`src/rtl/lqst_pkg.sv`:
```
`timescale 1ns / 1ps
// ----------------------------------------------------------------------------
// lqst_pkg
// shared types and constants of the link quality score tracker
// ----------------------------------------------------------------------------
package lqst_pkg;

  // fixed point widths
  localparam int FRAC_W     = 16;          // q0.16 fraction bits
  localparam int Q_W        = 17;          // q0.16 values up to and including 1.0
  localparam int SNR_W      = 16;          // signed q8.8
  localparam int SAMPLE_W   = 16;
  localparam int ACCUM_W    = 32;          // sample accumulator
  localparam int PERIOD_W   = 24;
  localparam int KIND_W     = 3;
  localparam int OPND_W     = 18;          // signed multiplier operands
  localparam int ACC_W      = 38;          // multiply accumulate register
  localparam int SNR_SPAN_W = 13;          // bits needed for the snr span

  // configuration port
  localparam int CFG_IDX_W  = 2;
  localparam int CFG_DATA_W = 24;
  localparam logic [CFG_IDX_W-1:0] REG_ALPHA         = 2'd0;
  localparam logic [CFG_IDX_W-1:0] REG_UPDATE_PERIOD = 2'd1;

  // event kinds
  localparam logic [KIND_W-1:0] KIND_SAMPLES   = 3'd0;
  localparam logic [KIND_W-1:0] KIND_SNR       = 3'd1;
  localparam logic [KIND_W-1:0] KIND_BER       = 3'd2;
  localparam logic [KIND_W-1:0] KIND_FRAME_OK  = 3'd3;
  localparam logic [KIND_W-1:0] KIND_FRAME_ERR = 3'd4;
  localparam logic [KIND_W-1:0] KIND_CLEAR     = 3'd5;

  // constants
  localparam logic [Q_W-1:0]        ONE_Q16      = 17'd65536;
  localparam logic [Q_W-1:0]        ALPHA_RESET  = 17'd6554;
  localparam logic [PERIOD_W-1:0]   PERIOD_RESET = 24'd1024;
  localparam logic [Q_W-1:0]        SCORE_RESET  = 17'd32768;
  localparam logic signed [ACC_W-1:0] ROUND_HALF = 38'sd32768;

  // snr score: (snr + 10 dB) / 30 dB in q8.8
  localparam logic signed [SNR_W:0]   SNR_OFFSET = 17'sd2560;
  localparam logic [SNR_SPAN_W-1:0]   SNR_SPAN   = 13'd7680;
  localparam logic [FRAC_W-1:0]       SNR_ROUND  = 16'd3840;

  // ber and fer score slopes
  localparam logic [9:0] BER_GAIN = 10'd1000;
  localparam logic [3:0] FER_GAIN = 4'd10;

  // score weights 0.5, 0.3, 0.2 in q0.16
  localparam logic signed [OPND_W-1:0] W_SNR = 18'sd32768;
  localparam logic signed [OPND_W-1:0] W_BER = 18'sd19661;
  localparam logic signed [OPND_W-1:0] W_FER = 18'sd13107;

  // command to the multiply accumulate unit
  typedef struct packed {
    logic en;    // take a product this cycle
    logic clr;   // restart from the rounding constant
  } mac_cmd_t;

endpackage

```
`src/rtl/lqst_if.sv`:
```
`timescale 1ns / 1ps
// ----------------------------------------------------------------------------
// lqst channel interfaces
// event input, result output and configuration write channels
// ----------------------------------------------------------------------------
interface lqst_in_if;
  logic                                   valid;
  logic                                   ready;
  logic [lqst_pkg::KIND_W-1:0]            kind;
  logic [lqst_pkg::SAMPLE_W-1:0]          sample_count;
  logic signed [lqst_pkg::SNR_W-1:0]      snr_report;
  logic [lqst_pkg::Q_W-1:0]               ber_report;

  modport source (output valid, kind, sample_count, snr_report, ber_report, input ready);
  modport sink   (input valid, kind, sample_count, snr_report, ber_report, output ready);
endinterface

interface lqst_out_if;
  logic                                   valid;
  logic                                   ready;
  logic signed [lqst_pkg::SNR_W-1:0]      snr_average;
  logic [lqst_pkg::Q_W-1:0]               ber_average;
  logic [lqst_pkg::Q_W-1:0]               frame_error_ratio;
  logic [lqst_pkg::Q_W-1:0]               quality_score;

  modport source (output valid, snr_average, ber_average, frame_error_ratio, quality_score,
                  input ready);
  modport sink   (input valid, snr_average, ber_average, frame_error_ratio, quality_score,
                  output ready);
endinterface

interface lqst_cfg_if;
  logic                                   valid;
  logic                                   ready;
  logic [lqst_pkg::CFG_IDX_W-1:0]         index;
  logic [lqst_pkg::CFG_DATA_W-1:0]        data;

  modport source (output valid, index, data, input ready);
  modport sink   (input valid, index, data, output ready);
endinterface

```
`src/rtl/lqst_mac.sv`:
```
`timescale 1ns / 1ps
// ----------------------------------------------------------------------------
// lqst_mac
// shared signed multiply accumulate unit, one product per cycle while cmd.en is high
// ----------------------------------------------------------------------------
module lqst_mac (
  input  logic                                  clk,
  input  lqst_pkg::mac_cmd_t                    cmd,
  input  logic signed [lqst_pkg::OPND_W-1:0]    op_a,
  input  logic signed [lqst_pkg::OPND_W-1:0]    op_b,
  output logic signed [lqst_pkg::ACC_W-1:0]     acc
);

  logic signed [2*lqst_pkg::OPND_W-1:0] prod;
  logic signed [lqst_pkg::ACC_W-1:0]    acc_r;
  logic signed [lqst_pkg::ACC_W-1:0]    acc_nxt;

  assign prod    = op_a * op_b;
  assign acc_nxt = (cmd.clr ? lqst_pkg::ROUND_HALF : acc_r) + lqst_pkg::ACC_W'(prod);

  always_ff @(posedge clk) begin
    if (cmd.en) begin
      acc_r <= acc_nxt;
    end
  end

  assign acc = acc_r;

endmodule

```
`src/rtl/lqst_div.sv`:
```
`timescale 1ns / 1ps
// ----------------------------------------------------------------------------
// lqst_div
// radix-2 restoring divider, one quotient bit per cycle
// ----------------------------------------------------------------------------
// quotient = floor((hi * 2^16 + lo) / dvsr) with hi below twice dvsr,
// so the quotient fits seventeen bits
module lqst_div #(
  parameter int DW = 32
) (
  input  logic                          clk,
  input  logic                          rst_n,
  input  logic                          start,
  input  logic [DW-1:0]                 hi,
  input  logic [lqst_pkg::FRAC_W-1:0]   lo,
  input  logic [DW-1:0]                 dvsr,
  output logic                          done,
  output logic [lqst_pkg::Q_W-1:0]      quot
);

  localparam int CNT_W = $clog2(lqst_pkg::Q_W);
  localparam logic [CNT_W-1:0] LAST = CNT_W'(lqst_pkg::Q_W - 1);

  logic                         busy_r, busy_nxt;
  logic                         done_r, done_nxt;
  logic [CNT_W-1:0]             cnt_r;
  logic [DW-1:0]                rem_r;
  logic [DW-1:0]                dvsr_r;
  logic [lqst_pkg::FRAC_W-1:0]  lo_r;
  logic [lqst_pkg::Q_W-1:0]     q_r;
  logic [DW:0]                  trial;
  logic                         ge;

  // first step takes hi as it stands, later ones shift in the low bits
  assign trial = (cnt_r == '0) ? {1'b0, rem_r} : {rem_r, lo_r[lqst_pkg::FRAC_W-1]};
  assign ge    = trial >= {1'b0, dvsr_r};

  always_comb begin
    busy_nxt = busy_r;
    done_nxt = 1'b0;
    if (start) begin
      busy_nxt = 1'b1;
    end else if (busy_r && cnt_r == LAST) begin
      busy_nxt = 1'b0;
      done_nxt = 1'b1;
    end
  end

  always_ff @(posedge clk) begin
    if (!rst_n) begin
      busy_r <= 1'b0;
      done_r <= 1'b0;
    end else begin
      busy_r <= busy_nxt;
      done_r <= done_nxt;
    end
  end

  always_ff @(posedge clk) begin
    if (start) begin
      cnt_r  <= '0;
      rem_r  <= hi;
      dvsr_r <= dvsr;
      lo_r   <= lo;
      q_r    <= '0;
    end else if (busy_r) begin
      cnt_r <= cnt_r + 1'b1;
      rem_r <= ge ? DW'(trial - {1'b0, dvsr_r}) : DW'(trial);
      q_r   <= {q_r[lqst_pkg::Q_W-2:0], ge};
      if (cnt_r != '0) begin
        lo_r <= {lo_r[lqst_pkg::FRAC_W-2:0], 1'b0};
      end
    end
  end

  assign done = done_r;
  assign quot = q_r;

endmodule

```
`src/rtl/link_quality_score_tracker_unit.sv`:
```
`timescale 1ns / 1ps
// ----------------------------------------------------------------------------
// link_quality_score_tracker_unit
// link quality tracker: smoothed snr and ber, frame error ratio, quality score
// ----------------------------------------------------------------------------
// The block takes one event item at a time (samples, snr report, ber report,
// frame ok, frame error, clear) and returns one result item holding the snr
// average, ber average, frame error ratio and quality score after that event.
// A small sequencer drives one shared multiply accumulate unit and one shared
// radix-2 divider. Clear, unused kinds, first reports and sample chunks that do
// not reach the update period go from the execute state straight to the result;
// a smoothed report adds a blend of two products through the shared multiplier;
// a frame event waits on the divider's 17 iterations for the error ratio; a
// sample chunk that reaches the update period adds the snr score division plus
// three weighted products. in_ch.ready is high only while the sequencer is idle;
// the result register lets the next item be taken while a result still waits on
// the output. cfg_ch.ready is always high; configuration must be written only
// while the block is idle, and the block itself does not enforce this.
// ----------------------------------------------------------------------------
module link_quality_score_tracker_unit #(
  parameter int COUNTER_BITS = 32
) (
  input  logic           clk,
  input  logic           rst_n,
  lqst_in_if.sink        in_ch,
  lqst_out_if.source     out_ch,
  lqst_cfg_if.sink       cfg_ch
);

  // divider width: frame counters, or wide enough for the snr span
  localparam int DW = (COUNTER_BITS > lqst_pkg::SNR_SPAN_W) ? COUNTER_BITS
                                                            : lqst_pkg::SNR_SPAN_W;
  localparam int Q_W   = lqst_pkg::Q_W;
  localparam int SNR_W = lqst_pkg::SNR_W;

  // sequencer states
  localparam logic [3:0] ST_IDLE     = 4'd0;
  localparam logic [3:0] ST_EXEC     = 4'd1;
  localparam logic [3:0] ST_BLEND0   = 4'd2;
  localparam logic [3:0] ST_BLEND1   = 4'd3;
  localparam logic [3:0] ST_BLEND_WB = 4'd4;
  localparam logic [3:0] ST_FER_GO   = 4'd5;
  localparam logic [3:0] ST_FER_WAIT = 4'd6;
  localparam logic [3:0] ST_SC_SNR   = 4'd7;
  localparam logic [3:0] ST_SC_WAIT  = 4'd8;
  localparam logic [3:0] ST_SC_M0    = 4'd9;
  localparam logic [3:0] ST_SC_M1    = 4'd10;
  localparam logic [3:0] ST_SC_M2    = 4'd11;
  localparam logic [3:0] ST_SC_WB    = 4'd12;
  localparam logic [3:0] ST_DONE     = 4'd13;

  // configuration
  logic [Q_W-1:0]                  alpha_r, alpha_nxt;
  logic [lqst_pkg::PERIOD_W-1:0]   period_r, period_nxt;

  // sequencer and latched item
  logic [3:0]                      state_r, state_nxt;
  logic [lqst_pkg::KIND_W-1:0]     kind_r;
  logic [lqst_pkg::SAMPLE_W-1:0]   samples_in_r;
  logic signed [SNR_W-1:0]         snr_in_r;
  logic [Q_W-1:0]                  ber_in_r;
  logic [Q_W-1:0]                  ber_clamped;
  logic                            in_fire;

  // tracker state
  logic signed [SNR_W-1:0]         snr_avg_r, snr_avg_nxt;
  logic [Q_W-1:0]                  ber_avg_r, ber_avg_nxt;
  logic [Q_W-1:0]                  fer_r, fer_nxt;
  logic [Q_W-1:0]                  score_r, score_nxt;
  logic [COUNTER_BITS-1:0]         total_r, total_nxt;
  logic [COUNTER_BITS-1:0]         bad_r, bad_nxt;
  logic [lqst_pkg::ACCUM_W-1:0]    samples_r, samples_nxt;
  logic                            snr_seen_r, snr_seen_nxt;
  logic                            ber_seen_r, ber_seen_nxt;
  logic [Q_W-1:0]                  snr_s_r, snr_s_nxt;

  // result register
  logic                            out_valid_r, out_valid_nxt;
  logic signed [SNR_W-1:0]         out_snr_r;
  logic [Q_W-1:0]                  out_ber_r;
  logic [Q_W-1:0]                  out_fer_r;
  logic [Q_W-1:0]                  out_score_r;
  logic                            out_load;

  // shared units
  lqst_pkg::mac_cmd_t                     mac_cmd;
  logic signed [lqst_pkg::OPND_W-1:0]     mac_a, mac_b;
  logic signed [lqst_pkg::ACC_W-1:0]      mac_acc;
  logic                                   div_start;
  logic [DW-1:0]                          div_hi, div_dvsr;
  logic [lqst_pkg::FRAC_W-1:0]            div_lo;
  logic                                   div_done;
  logic [Q_W-1:0]                         div_quot;

  // score helpers
  logic [lqst_pkg::ACCUM_W:0]      sample_sum;
  logic [lqst_pkg::ACCUM_W-1:0]    sample_sat;
  logic signed [SNR_W:0]           snr_shift;
  logic [Q_W+9:0]                  ber_prod;
  logic [Q_W+3:0]                  fer_prod;
  logic [Q_W-1:0]                  ber_s, fer_s;
  logic                            is_snr;

  lqst_mac u_mac (
    .clk  (clk),
    .cmd  (mac_cmd),
    .op_a (mac_a),
    .op_b (mac_b),
    .acc  (mac_acc)
  );

  lqst_div #(.DW(DW)) u_div (
    .clk   (clk),
    .rst_n (rst_n),
    .start (div_start),
    .hi    (div_hi),
    .lo    (div_lo),
    .dvsr  (div_dvsr),
    .done  (div_done),
    .quot  (div_quot)
  );

  // ---------------------------------------------------------------- config
  assign cfg_ch.ready = 1'b1;

  always_comb begin
    alpha_nxt  = alpha_r;
    period_nxt = period_r;
    if (cfg_ch.valid) begin
      unique case (cfg_ch.index)
        lqst_pkg::REG_ALPHA: begin
          // alpha above one is held at one
          alpha_nxt = (cfg_ch.data[Q_W-1:0] > lqst_pkg::ONE_Q16) ? lqst_pkg::ONE_Q16
                                                                 : cfg_ch.data[Q_W-1:0];
        end
        lqst_pkg::REG_UPDATE_PERIOD: begin
          period_nxt = cfg_ch.data;
        end
        default: begin
          // unknown register, write dropped
        end
      endcase
    end
  end

  // ---------------------------------------------------------------- input
  assign in_ch.ready = (state_r == ST_IDLE);
  assign in_fire     = in_ch.valid && (state_r == ST_IDLE);

  // ber report above one is taken as one
  assign ber_clamped = (in_ch.ber_report > lqst_pkg::ONE_Q16) ? lqst_pkg::ONE_Q16
                                                              : in_ch.ber_report;

  always_ff @(posedge clk) begin
    if (in_fire) begin
      kind_r       <= in_ch.kind;
      samples_in_r <= in_ch.sample_count;
      snr_in_r     <= in_ch.snr_report;
      ber_in_r     <= ber_clamped;
    end
  end

  // ---------------------------------------------------------------- helpers
  // saturating sample accumulation
  assign sample_sum = {1'b0, samples_r} + (lqst_pkg::ACCUM_W + 1)'(samples_in_r);
  assign sample_sat = sample_sum[lqst_pkg::ACCUM_W] ? '1 : sample_sum[lqst_pkg::ACCUM_W-1:0];

  // snr shifted by ten decibels
  assign snr_shift = (SNR_W + 1)'(snr_avg_r) + lqst_pkg::SNR_OFFSET;

  // ber and fer scores, floored at zero
  assign ber_prod = ber_avg_r * lqst_pkg::BER_GAIN;
  assign fer_prod = fer_r * lqst_pkg::FER_GAIN;
  assign ber_s    = (ber_prod >= (Q_W + 10)'(lqst_pkg::ONE_Q16)) ? '0
                  : Q_W'((Q_W + 10)'(lqst_pkg::ONE_Q16) - ber_prod);
  assign fer_s    = (fer_prod >= (Q_W + 4)'(lqst_pkg::ONE_Q16)) ? '0
                  : Q_W'((Q_W + 4)'(lqst_pkg::ONE_Q16) - fer_prod);

  assign is_snr = (kind_r == lqst_pkg::KIND_SNR);

  // ---------------------------------------------------------------- sequencer
  always_comb begin
    state_nxt     = state_r;
    snr_avg_nxt   = snr_avg_r;
    ber_avg_nxt   = ber_avg_r;
    fer_nxt       = fer_r;
    score_nxt     = score_r;
    total_nxt     = total_r;
    bad_nxt       = bad_r;
    samples_nxt   = samples_r;
    snr_seen_nxt  = snr_seen_r;
    ber_seen_nxt  = ber_seen_r;
    snr_s_nxt     = snr_s_r;
    out_valid_nxt = out_valid_r && !out_ch.ready;
    out_load      = 1'b0;
    mac_cmd       = '0;
    mac_a         = '0;
    mac_b         = '0;
    div_start     = 1'b0;
    div_hi        = DW'(bad_r);
    div_lo        = '0;
    div_dvsr      = DW'(total_r);

    unique case (state_r)
      ST_IDLE: begin
        if (in_fire) begin
          state_nxt = ST_EXEC;
        end
      end

      ST_EXEC: begin
        state_nxt = ST_DONE;
        unique case (kind_r)
          lqst_pkg::KIND_SAMPLES: begin
            // reaching the period recomputes the score and restarts the count
            if (sample_sat >= lqst_pkg::ACCUM_W'(period_r)) begin
              samples_nxt = '0;
              state_nxt   = ST_SC_SNR;
            end else begin
              samples_nxt = sample_sat;
            end
          end
          lqst_pkg::KIND_SNR: begin
            if (snr_seen_r) begin
              state_nxt = ST_BLEND0;
            end else begin
              snr_avg_nxt  = snr_in_r;
              snr_seen_nxt = 1'b1;
            end
          end
          lqst_pkg::KIND_BER: begin
            if (ber_seen_r) begin
              state_nxt = ST_BLEND0;
            end else begin
              ber_avg_nxt  = ber_in_r;
              ber_seen_nxt = 1'b1;
            end
          end
          lqst_pkg::KIND_FRAME_OK, lqst_pkg::KIND_FRAME_ERR: begin
            // saturating frame counters
            if (!(&total_r)) begin
              total_nxt = total_r + 1'b1;
            end
            if (kind_r == lqst_pkg::KIND_FRAME_ERR && !(&bad_r)) begin
              bad_nxt = bad_r + 1'b1;
            end
            state_nxt = ST_FER_GO;
          end
          lqst_pkg::KIND_CLEAR: begin
            // sample count is kept across a clear
            snr_avg_nxt  = '0;
            ber_avg_nxt  = '0;
            fer_nxt      = '0;
            score_nxt    = lqst_pkg::SCORE_RESET;
            total_nxt    = '0;
            bad_nxt      = '0;
            snr_seen_nxt = 1'b0;
            ber_seen_nxt = 1'b0;
          end
          default: begin
            // unused kinds leave the state alone
          end
        endcase
      end

      // avg' = alpha * x + (1 - alpha) * avg, rounded half up
      ST_BLEND0: begin
        mac_cmd   = '{en: 1'b1, clr: 1'b1};
        mac_a     = {1'b0, alpha_r};
        mac_b     = is_snr ? lqst_pkg::OPND_W'(snr_in_r) : {1'b0, ber_in_r};
        state_nxt = ST_BLEND1;
      end

      ST_BLEND1: begin
        mac_cmd   = '{en: 1'b1, clr: 1'b0};
        mac_a     = {1'b0, lqst_pkg::ONE_Q16 - alpha_r};
        mac_b     = is_snr ? lqst_pkg::OPND_W'(snr_avg_r) : {1'b0, ber_avg_r};
        state_nxt = ST_BLEND_WB;
      end

      ST_BLEND_WB: begin
        if (is_snr) begin
          snr_avg_nxt = mac_acc[lqst_pkg::FRAC_W +: SNR_W];
        end else begin
          ber_avg_nxt = mac_acc[lqst_pkg::FRAC_W +: Q_W];
        end
        state_nxt = ST_DONE;
      end

      // error ratio: bad * 2^16 / total, total is at least one here
      ST_FER_GO: begin
        div_start = 1'b1;
        state_nxt = ST_FER_WAIT;
      end

      ST_FER_WAIT: begin
        if (div_done) begin
          fer_nxt   = div_quot;
          state_nxt = ST_DONE;
        end
      end

      // snr score clamped to zero and one, divided in the shared divider between
      ST_SC_SNR: begin
        div_hi   = DW'(snr_shift[lqst_pkg::SNR_SPAN_W-1:0]);
        div_lo   = lqst_pkg::SNR_ROUND;
        div_dvsr = DW'(lqst_pkg::SNR_SPAN);
        if (snr_shift[SNR_W] || snr_shift == '0) begin
          snr_s_nxt = '0;
          state_nxt = ST_SC_M0;
        end else if (snr_shift >= (SNR_W + 1)'(lqst_pkg::SNR_SPAN)) begin
          snr_s_nxt = lqst_pkg::ONE_Q16;
          state_nxt = ST_SC_M0;
        end else begin
          div_start = 1'b1;
          state_nxt = ST_SC_WAIT;
        end
      end

      ST_SC_WAIT: begin
        div_hi   = DW'(snr_shift[lqst_pkg::SNR_SPAN_W-1:0]);
        div_lo   = lqst_pkg::SNR_ROUND;
        div_dvsr = DW'(lqst_pkg::SNR_SPAN);
        if (div_done) begin
          snr_s_nxt = div_quot;
          state_nxt = ST_SC_M0;
        end
      end

      // weighted sum 0.5, 0.3, 0.2 through the shared multiplier
      ST_SC_M0: begin
        mac_cmd   = '{en: 1'b1, clr: 1'b1};
        mac_a     = {1'b0, snr_s_r};
        mac_b     = lqst_pkg::W_SNR;
        state_nxt = ST_SC_M1;
      end

      ST_SC_M1: begin
        mac_cmd   = '{en: 1'b1, clr: 1'b0};
        mac_a     = {1'b0, ber_s};
        mac_b     = lqst_pkg::W_BER;
        state_nxt = ST_SC_M2;
      end

      ST_SC_M2: begin
        mac_cmd   = '{en: 1'b1, clr: 1'b0};
        mac_a     = {1'b0, fer_s};
        mac_b     = lqst_pkg::W_FER;
        state_nxt = ST_SC_WB;
      end

      ST_SC_WB: begin
        score_nxt = mac_acc[lqst_pkg::FRAC_W +: Q_W];
        state_nxt = ST_DONE;
      end

      // hand the result over once the output register is free
      ST_DONE: begin
        if (!out_valid_r || out_ch.ready) begin
          out_load      = 1'b1;
          out_valid_nxt = 1'b1;
          state_nxt     = ST_IDLE;
        end
      end

      default: begin
        state_nxt = ST_IDLE;
      end
    endcase
  end

  // ---------------------------------------------------------------- registers
  always_ff @(posedge clk) begin
    if (!rst_n) begin
      state_r     <= ST_IDLE;
      alpha_r     <= lqst_pkg::ALPHA_RESET;
      period_r    <= lqst_pkg::PERIOD_RESET;
      snr_avg_r   <= '0;
      ber_avg_r   <= '0;
      fer_r       <= '0;
      score_r     <= lqst_pkg::SCORE_RESET;
      total_r     <= '0;
      bad_r       <= '0;
      samples_r   <= '0;
      snr_seen_r  <= 1'b0;
      ber_seen_r  <= 1'b0;
      out_valid_r <= 1'b0;
    end else begin
      state_r     <= state_nxt;
      alpha_r     <= alpha_nxt;
      period_r    <= period_nxt;
      snr_avg_r   <= snr_avg_nxt;
      ber_avg_r   <= ber_avg_nxt;
      fer_r       <= fer_nxt;
      score_r     <= score_nxt;
      total_r     <= total_nxt;
      bad_r       <= bad_nxt;
      samples_r   <= samples_nxt;
      snr_seen_r  <= snr_seen_nxt;
      ber_seen_r  <= ber_seen_nxt;
      out_valid_r <= out_valid_nxt;
    end
  end

  always_ff @(posedge clk) begin
    snr_s_r <= snr_s_nxt;
    if (out_load) begin
      out_snr_r   <= snr_avg_r;
      out_ber_r   <= ber_avg_r;
      out_fer_r   <= fer_r;
      out_score_r <= score_r;
    end
  end

  // ---------------------------------------------------------------- output
  assign out_ch.valid             = out_valid_r;
  assign out_ch.snr_average       = out_snr_r;
  assign out_ch.ber_average       = out_ber_r;
  assign out_ch.frame_error_ratio = out_fer_r;
  assign out_ch.quality_score     = out_score_r;

endmodule
```
`src/flat_wrapper.sv`:
```
// flat-port wrapper written by rule: the top's interface ports become plain ports
module link_quality_score_tracker_unit_flat 
#(
  parameter int COUNTER_BITS = 32
)
  (clk, rst_n, in_ch_valid, in_ch_kind, in_ch_sample_count, in_ch_snr_report, in_ch_ber_report, in_ch_ready, out_ch_valid, out_ch_snr_average, out_ch_ber_average, out_ch_frame_error_ratio, out_ch_quality_score, out_ch_ready, cfg_ch_valid, cfg_ch_index, cfg_ch_data, cfg_ch_ready);
  lqst_in_if in_ch_i ();
  lqst_out_if out_ch_i ();
  lqst_cfg_if cfg_ch_i ();
  input  logic clk;
  input  logic rst_n;
  input wire logic [$bits(in_ch_i.valid)-1:0] in_ch_valid;
  input wire logic [$bits(in_ch_i.kind)-1:0] in_ch_kind;
  input wire logic [$bits(in_ch_i.sample_count)-1:0] in_ch_sample_count;
  input wire logic [$bits(in_ch_i.snr_report)-1:0] in_ch_snr_report;
  input wire logic [$bits(in_ch_i.ber_report)-1:0] in_ch_ber_report;
  output wire logic [$bits(in_ch_i.ready)-1:0] in_ch_ready;
  output wire logic [$bits(out_ch_i.valid)-1:0] out_ch_valid;
  output wire logic [$bits(out_ch_i.snr_average)-1:0] out_ch_snr_average;
  output wire logic [$bits(out_ch_i.ber_average)-1:0] out_ch_ber_average;
  output wire logic [$bits(out_ch_i.frame_error_ratio)-1:0] out_ch_frame_error_ratio;
  output wire logic [$bits(out_ch_i.quality_score)-1:0] out_ch_quality_score;
  input wire logic [$bits(out_ch_i.ready)-1:0] out_ch_ready;
  input wire logic [$bits(cfg_ch_i.valid)-1:0] cfg_ch_valid;
  input wire logic [$bits(cfg_ch_i.index)-1:0] cfg_ch_index;
  input wire logic [$bits(cfg_ch_i.data)-1:0] cfg_ch_data;
  output wire logic [$bits(cfg_ch_i.ready)-1:0] cfg_ch_ready;
  assign in_ch_i.valid = in_ch_valid;
  assign in_ch_i.kind = in_ch_kind;
  assign in_ch_i.sample_count = in_ch_sample_count;
  assign in_ch_i.snr_report = in_ch_snr_report;
  assign in_ch_i.ber_report = in_ch_ber_report;
  assign in_ch_ready = in_ch_i.ready;
  assign out_ch_valid = out_ch_i.valid;
  assign out_ch_snr_average = out_ch_i.snr_average;
  assign out_ch_ber_average = out_ch_i.ber_average;
  assign out_ch_frame_error_ratio = out_ch_i.frame_error_ratio;
  assign out_ch_quality_score = out_ch_i.quality_score;
  assign out_ch_i.ready = out_ch_ready;
  assign cfg_ch_i.valid = cfg_ch_valid;
  assign cfg_ch_i.index = cfg_ch_index;
  assign cfg_ch_i.data = cfg_ch_data;
  assign cfg_ch_ready = cfg_ch_i.ready;
  link_quality_score_tracker_unit #(.COUNTER_BITS(COUNTER_BITS)) u_core (.clk(clk), .rst_n(rst_n), .in_ch(in_ch_i), .out_ch(out_ch_i), .cfg_ch(cfg_ch_i));
endmodule
```
`config.mk`:
```
export PLATFORM = sky130hd
export DESIGN_NAME = link_quality_score_tracker_unit_flat
export DESIGN_NICKNAME = d
export VERILOG_FILES = /design/src/rtl/lqst_pkg.sv /design/src/rtl/lqst_if.sv /design/src/rtl/lqst_mac.sv /design/src/rtl/lqst_div.sv /design/src/rtl/link_quality_score_tracker_unit.sv /design/src/flat_wrapper.sv
export SDC_FILE = /design/constraint.sdc
export NUM_CORES = 2
export LEC_CHECK = 0
export BUFFER_PORTS_ARGS = -buffer_cell sky130_fd_sc_hd__buf_2
export CAP_MARGIN = 15
export CORE_ASPECT_RATIO = 0.5
export CORE_UTILIZATION = 65
export CTS_BUF_LIST = sky130_fd_sc_hd__clkbuf_4 sky130_fd_sc_hd__clkbuf_8
export CTS_CLUSTER_SIZE = 24
export DETAILED_ROUTE_END_ITERATION = 16
export PLACE_DENSITY = 0.83
export SETUP_SLACK_MARGIN = 0.5
export SYNTH_ARGS = -nofsm -noshare
export SYNTH_HDL_FRONTEND = slang
export SYNTH_SLANG_ARGS = --single-unit
```
`constraint.sdc`:
```
create_clock -name clk -period 19.96 [get_ports clk]
set_input_delay 3.992 -clock clk [delete_from_list [all_inputs] [get_ports clk]]
set_output_delay 3.992 -clock clk [all_outputs]
set_load 0.01 [all_outputs]
```
# Word-level counts from Yosys, hierarchy flattened
# Index checks and enable logic that the tools add are counted.
word_totals:
  elab_cells: 195
  output_inout_bits: 70
  input_bits: 83
  regBits: 489
op_classes:
  n_bitwise: 1
  n_reduce_logical: 47
  muxes: 63
  n_mul: 3
  n_lt_le_gt_ge: 7
  addsub: 10
  n_eq_ne: 34
op_table:
  columns: ["cell", "n"]
  rows:
  - ["2-to-1 mux 32 bit", 8]
  - ["2-to-1 mux 17 bit", 10]
  - ["one-hot mux 17 bit (2 select lines)", 5]
  - ["one-hot mux 32 bit (2 select lines)", 2]
  - ["one-hot mux 18 bit (5 select lines)", 1]
  - ["one-hot mux 17 bit (5 select lines)", 1]
  - ["2-to-1 mux 16 bit", 5]
  - ["adder 32 x 1 -> 32 bit (second input constant)", 2]
  - ["one-hot mux 16 bit (2 select lines)", 2]
  - ["AND reduction 32 bit", 2]
  - ["one-hot mux 4 bit (13 select lines)", 1]
  - ["subtractor 17 bit (first input constant)", 3]
  - ["adder 38 x 36 -> 38 bit", 1]
  - ["2-to-1 mux 38 bit", 1]
  - ["multiplier 18 x 18 -> 36 bit", 1]
  - ["2-to-1 mux 18 bit", 2]
  - ["greater-than comparator 17 bit (second input constant)", 2]
  - ["adder 32 x 16 -> 33 bit", 1]
  - [">= comparator 33 x 32 -> 1 bit", 1]
  - ["2-to-1 mux 33 bit", 1]
  - [">= comparator 32 x 24 -> 1 bit", 1]
  - ["2-to-1 mux 4 bit", 8]
  - ["subtractor 32 bit", 1]
  - [">= comparator 27 x 17 -> 1 bit (second input constant)", 1]
  - ["other kinds (41)", 102]

# Depth between registers and ports, before layout
logic_depth:
  word_depth: 7
  mapped_depth: 46
  depth_no_buf: 43

# Modules after synthesis
# Synthesis repeated with hierarchy kept, for this count alone.
hier_totals:
  cells_unflattened: 4504
  hier_area_um2: 42948.7
modules_own_cells:
  columns: ["mod", "area_each_um2", "n_inst", "cells_per_inst", "seq_area_each_um2"]
  rows:
  - ["link_quality_score_tracker_unit", 21363.0, 1, 2300, 8308.0]
  - ["lqst_mac", 14975.6, 1, 1535, 1141.1]
  - ["lqst_div", 6610.1, 1, 669, 2882.8]

# Least setup slack after synthesis
# Ideal clock, no wire load.
synth_path:
  path_kind: "register -> register"
  start: "register u_core.ber_avg_r[5]"
  end: "register u_core.u_mac.acc_r, in the netlist u_core.u_mac.acc[31] (data pin)"
  t_arrival_ns: 10.823
  setup_ns: 0.258
  t_required_ns: 19.702
  slack_ns: 8.880
  path_stages_with_launch: 40
  synth_period_minus_slack_ns: 11.080
  n_path_buf: 3
  cell_sequence: "dfxtp_1 inv_1 fa_1 fa_1 fa_1 inv_1 fa_1 ha_1 a21o_1 a2111o_1 a21oi_1 o21ai_1 xnor2_1 a2111oi_0 and4_1 buf_2 buf_4 a211o_1 [... 4 more ...] fa_1 inv_1 fa_1 inv_1 fa_1 fa_1 fa_1 ha_1 ha_1 a21o_1 a2111oi_0 o21ai_0 a21oi_1 o41ai_1 a211oi_1 o31ai_1 a21oi_1 xnor2_1"
synth_between:
  elab_chain_cells: 6
  elab_cells_between_ends: 9
  classes_between: "add/sub: 2; mul: 2; order compare: 1; mux: 4"
synth_lines:
  columns: ["element", "line", "rtl"]
  rows:
  - ["start, declared", "link_quality_score_tracker_unit.sv:67", "logic [Q_W-1:0] ber_avg_r, ber_avg_nxt;"]
  - ["start signal, assigned", "link_quality_score_tracker_unit.sv:393", "ber_avg_r <= ber_avg_nxt;"]
  - ["multiplier 17 x 7 -> 24 bit", "link_quality_score_tracker_unit.sv:172", "assign ber_prod = ber_avg_r * lqst_pkg::BER_GAIN;"]
  - [">= comparator 27 x 17 -> 1 bit / subtractor 17 bit (equally long branches)", "link_quality_score_tracker_unit.sv:174, link_quality_score_tracker_unit.sv:175", null]
  - ["2-to-1 mux 17 bit", "link_quality_score_tracker_unit.sv:174", "assign ber_s = (ber_prod >= (Q_W + 10)'(lqst_pkg::ONE_Q16)) ? '0"]
  - ["one-hot mux 17 bit (5 select lines)", "link_quality_score_tracker_unit.sv:204", "unique case (state_r)"]
  - ["multiplier 18 x 18 -> 36 bit *", "lqst_mac.sv:18", "assign prod = op_a * op_b;"]
  - ["adder 38 x 36 -> 38 bit *", "lqst_mac.sv:19", "assign acc_nxt = (cmd.clr ? lqst_pkg::ROUND_HALF : acc_r) + lqst_pkg::ACC_W'(prod);"]
  - ["net u_core.u_mac.acc_nxt (one bit)", "lqst_mac.sv:16", "logic signed [lqst_pkg::ACC_W-1:0] acc_nxt;"]
  - ["end signal, assigned", "lqst_mac.sv:23", "acc_r <= acc_nxt;"]
  - ["end, declared", "lqst_mac.sv:15", "logic signed [lqst_pkg::ACC_W-1:0] acc_r;"]
# Mark *: on every way through the listed nets, which the timed path passes. The rest lies on a longest branch.
# A chain may end at the register's enable or synchronous reset.

# Worst setup path after layout
layout_path:
  start: "register u_core.ber_avg_r[11]"
  end: "register u_core.u_mac.acc_r, in the netlist u_core.u_mac.acc[32] (data pin)"
# The elaborated chain is that of the path after synthesis.

==> results.sh <==
export IMPL_status="completed"
export IMPL_crit_family="adder cells"
export IMPL_avgSynthCellArea_sq_um=9.456
export IMPL_areaGrowthSynthToFinish_pct=8.300
export IMPL_yosys_warnings=0
export IMPL_grt_max_degree=77
export IMPL_start_kind="register"
export IMPL_postCtsHoldBufs=0
export IMPL_synth_nets=4785
export IMPL_cts_tree="built"
export IMPL_min_path_type="register to register"
export IMPL_worstSkewPairLatency_ns=0.69
export IMPL_antenna_found_initial=1
export IMPL_die_w_um=346.5
export IMPL_drc=0
export IMPL_ios=153
export IMPL_ys_ff_latch=476
export IMPL_wl_per_cell_um=20.80
export IMPL_port_buffers=151
export IMPL_skew_ns=0.04731
export IMPL_critPathArrivalTime_ns=13.36
export IMPL_drive_gt1_frac=0.09722
export IMPL_grt_pass1_wl_mm=165.2
export IMPL_cts_setup_buffers=0
export IMPL_relSlewSlack=0.1663
export IMPL_place_area_sq_um=40100
export IMPL_synth_edff_count=241
export IMPL_drt_antenna_violating_nets=0
export IMPL_coreArea_sq_um=58030
export IMPL_cts_repair_resized=0
export IMPL_first_global_vias=31246
export IMPL_maxCapViolations=0
export IMPL_worstPathRequired_ns=20.34
export IMPL_swShare=0.4591
export IMPL_criticalPathCategory="register to register"
export IMPL_fin_tns_setup_ns=0
export IMPL_p_int_mw=2.921
export IMPL_fmax_mhz=77.04
export IMPL_first_pass_iters=6
export IMPL_dpl_hpwl_mm=78.56
export IMPL_critPathMaxFanout=18
export IMPL_clockBufferDepth=3
export IMPL_num_vias=31029
export IMPL_setup_violations=0
export IMPL_period_share=0.6503
export IMPL_critPathLaunch="u_core.ber_avg_r[11]"
export IMPL_hold_violations=0
export IMPL_synth_ff_type="edfxtp_1"
export IMPL_rr_startpoint="u_core.ber_avg_r[11]"
export IMPL_ys_types=87
export IMPL_globalplace_congestion=0.9967
export IMPL_gr_total_overflow=0
export IMPL_clkPwrFrac=0.171
export IMPL_combPwrFrac=0.561
export IMPL_cpMaxStageDelayCell="o41ai_1"
export IMPL_root_buffer="clkbuf_8"
export IMPL_ir_drop_mv=0.09778
export IMPL_syn_instance_count=4078
export IMPL_h_tree_depth=3
export IMPL_hold_start="u_core.score_r[16]"
export IMPL_ys_seq_area_frac=0.3097
export IMPL_power_net_switching_mw=2.479
export IMPL_report_final_slew_viol_count=0
export IMPL_worst_pin_slew_ns=1.248
export IMPL_placement_rows=62
export IMPL_wl_mm=104.4
export IMPL_syn_area_sq_um=38560
export IMPL_layout_min_cycle_time_ns=12.98
export IMPL_rsz0062_at_grt="false"
export IMPL_powerDensity_nw_per_um2=129.3
export IMPL_track_usage=0.3474
export IMPL_vias_per_cell=6.185
export IMPL_path_clk_slew_ns=0.08
export IMPL_drt_iter0_markers=3092
export IMPL_dieArea_sq_um=60360
export IMPL_numCtsBuffers=72
export IMPL_fp_dieH_um=174.2
export IMPL_end_kind="register"
export IMPL_cts_sink_count=476
export IMPL_critPathMaxStageDelay_ns=0.81
export IMPL_synthArstFlopShare=0
export IMPL_pwr_share_seq=0.269
export IMPL_fin_area_sq_um=41760
export IMPL_power_leakage_nw=19.01
export IMPL_critPathBufInv=9
export IMPL_start_util=0.6646
export IMPL_fin_nets=4895
export IMPL_critPathMostFrequentCell="fa_1"
cell type report:
type                    count  area, sq um
repair buffers            208         1224
inverters                 494         1854
diodes                      1        2.502
clock buffers             101         1277
multi-input cells        2936        24180
clock inverters            33        324.1
flip-flops and latches    476        11940
fillers                  4263        16260
well taps                 768        960.9
power by group through the flow:
stage                     Clock, mW  Sequential, mW  Combinational (mW)
after detailed placement          0            1.46                2.94
final                         0.921            1.45                3.03
after floorplan                   0            1.37                2.21
after global routing          0.971            1.46                3.33
after CTS                     0.928            1.44                2.97
after global placement            0            1.46                2.84
cell usage after synthesis, types with 6 or more instances:
master	instances	area (sq um)
nand2_1	496	1862
inv_1	493	1851
fa_1	331	6626
ha_1	293	3666
nor2_1	260	975.9
edfxtp_1	241	7237
dfxtp_1	235	4705
clkbuf_1	157	589.3
a21oi_1	147	735.7
xor2_1	109	954.7
and2_1	102	638.1
xnor2_1	95	832.1
nand3_1	80	400.4
o21ai_0	80	400.4
nor2b_1	79	494.2
a22oi_1	66	495.5
nor3_1	62	310.3
and3_1	57	356.6
o21ai_1	55	275.3
mux2i_1	53	530.5
a21o_1	50	375.4
a21boi_0	44	330.3
nand2b_1	43	269.0
nand4_1	42	262.8
o211a_1	37	370.4
mux2_2	33	371.6
or3_1	29	181.4
a32o_1	25	250.2
a211oi_1	23	172.7
nor4_1	20	125.1
o21bai_1	18	135.1
o211ai_1	17	127.6
o21a_1	17	127.6
and4_1	16	140.1
a211o_1	15	131.4
a31oi_1	13	81.33
o31ai_1	12	90.09
nand2_2	10	62.56
a221oi_1	9	78.83
buf_1	7	26.28
nand3b_1	7	52.55
o2111ai_1	6	52.55
o41ai_1	6	52.55
or4_1	6	45.04
layer usage:
layer	global-route usage	routed length, um	vias up
li1	-	-	14036
met2	0.5644	48090	1494
met1	0.4476	41190	15169
met5	0	13	-
met4	0.1541	4871	2
met3	0.07801	10190	328
cell usage in the layout (no fill, tap or decap), types with 50 or more instances in the layout:
cell type and instances:
xor2_1 109, and2_1 101, ha_1 293, nand3_1 80, o21ai_0 80, and3_1 57
fa_1 331, clkbuf_8 83, nor2_1 258, xnor2_1 95, mux2i_1 53, a21oi_1 147
inv_1 493, nor3_1 59, nand2_1 495, buf_2 151, a21o_1 50, a22oi_1 66
nor2b_1 75, dfxtp_1 235, edfxtp_1 241, buf_4 55, o21ai_1 53
flip-flops by register name, summed over array words and instances (netlist names), 24 cells and up:
name                 cells
u_core.bad_r            32
u_core.period_r         24
u_core.samples_r        32
u_core.total_r          32
u_core.u_div.dvsr_r     32
u_core.u_div.rem_r      32
u_core.u_mac.acc        33
metrics by stage:
stage / setup WS, ns / total power [mW] / util / hold slack (ns) / instances
global placement: 7.478 / 4.291 / 0.6910 / 0.4157 / 4879
finish: 6.980 / 5.400 / 0.7197 / 0.4291 / 5017
floorplan: 8.880 / 3.583 / - / 0.4064 / 4078
detailed placement: 7.160 / 4.399 / 0.6911 / 0.4155 / 4880
CTS: 7.088 / 5.337 / 0.7187 / 0.4285 / 5014
global route: 6.294 / 5.761 / 0.7197 / 0.4337 / 5016
cells by family after synthesis:
kind of cell	share of synthesized area
AOI/OAI and AO/OA	0.1208
xor gates and xnor gates	0.04633
adders and majority gates	0.2669
buffers and inverters	0.06538
DFF	0.3097
muxes	0.02427
other	0.00009725
and+or+nand+nor	0.1665
worst paths after layout:
check | endpoint | slack (ns) | depth (start not counted)
hold reg to reg | u_core.out_ch.quality_score[16] | 0.43 | 0
hold / removal | u_core.out_ch.quality_score[16] | 0.43 | 0
setup / recovery | u_core.u_mac.acc[32] | 6.98 | 41
setup reg to reg | u_core.u_mac.acc[32] | 6.98 | 41
(Power assumes the default switching activity.)
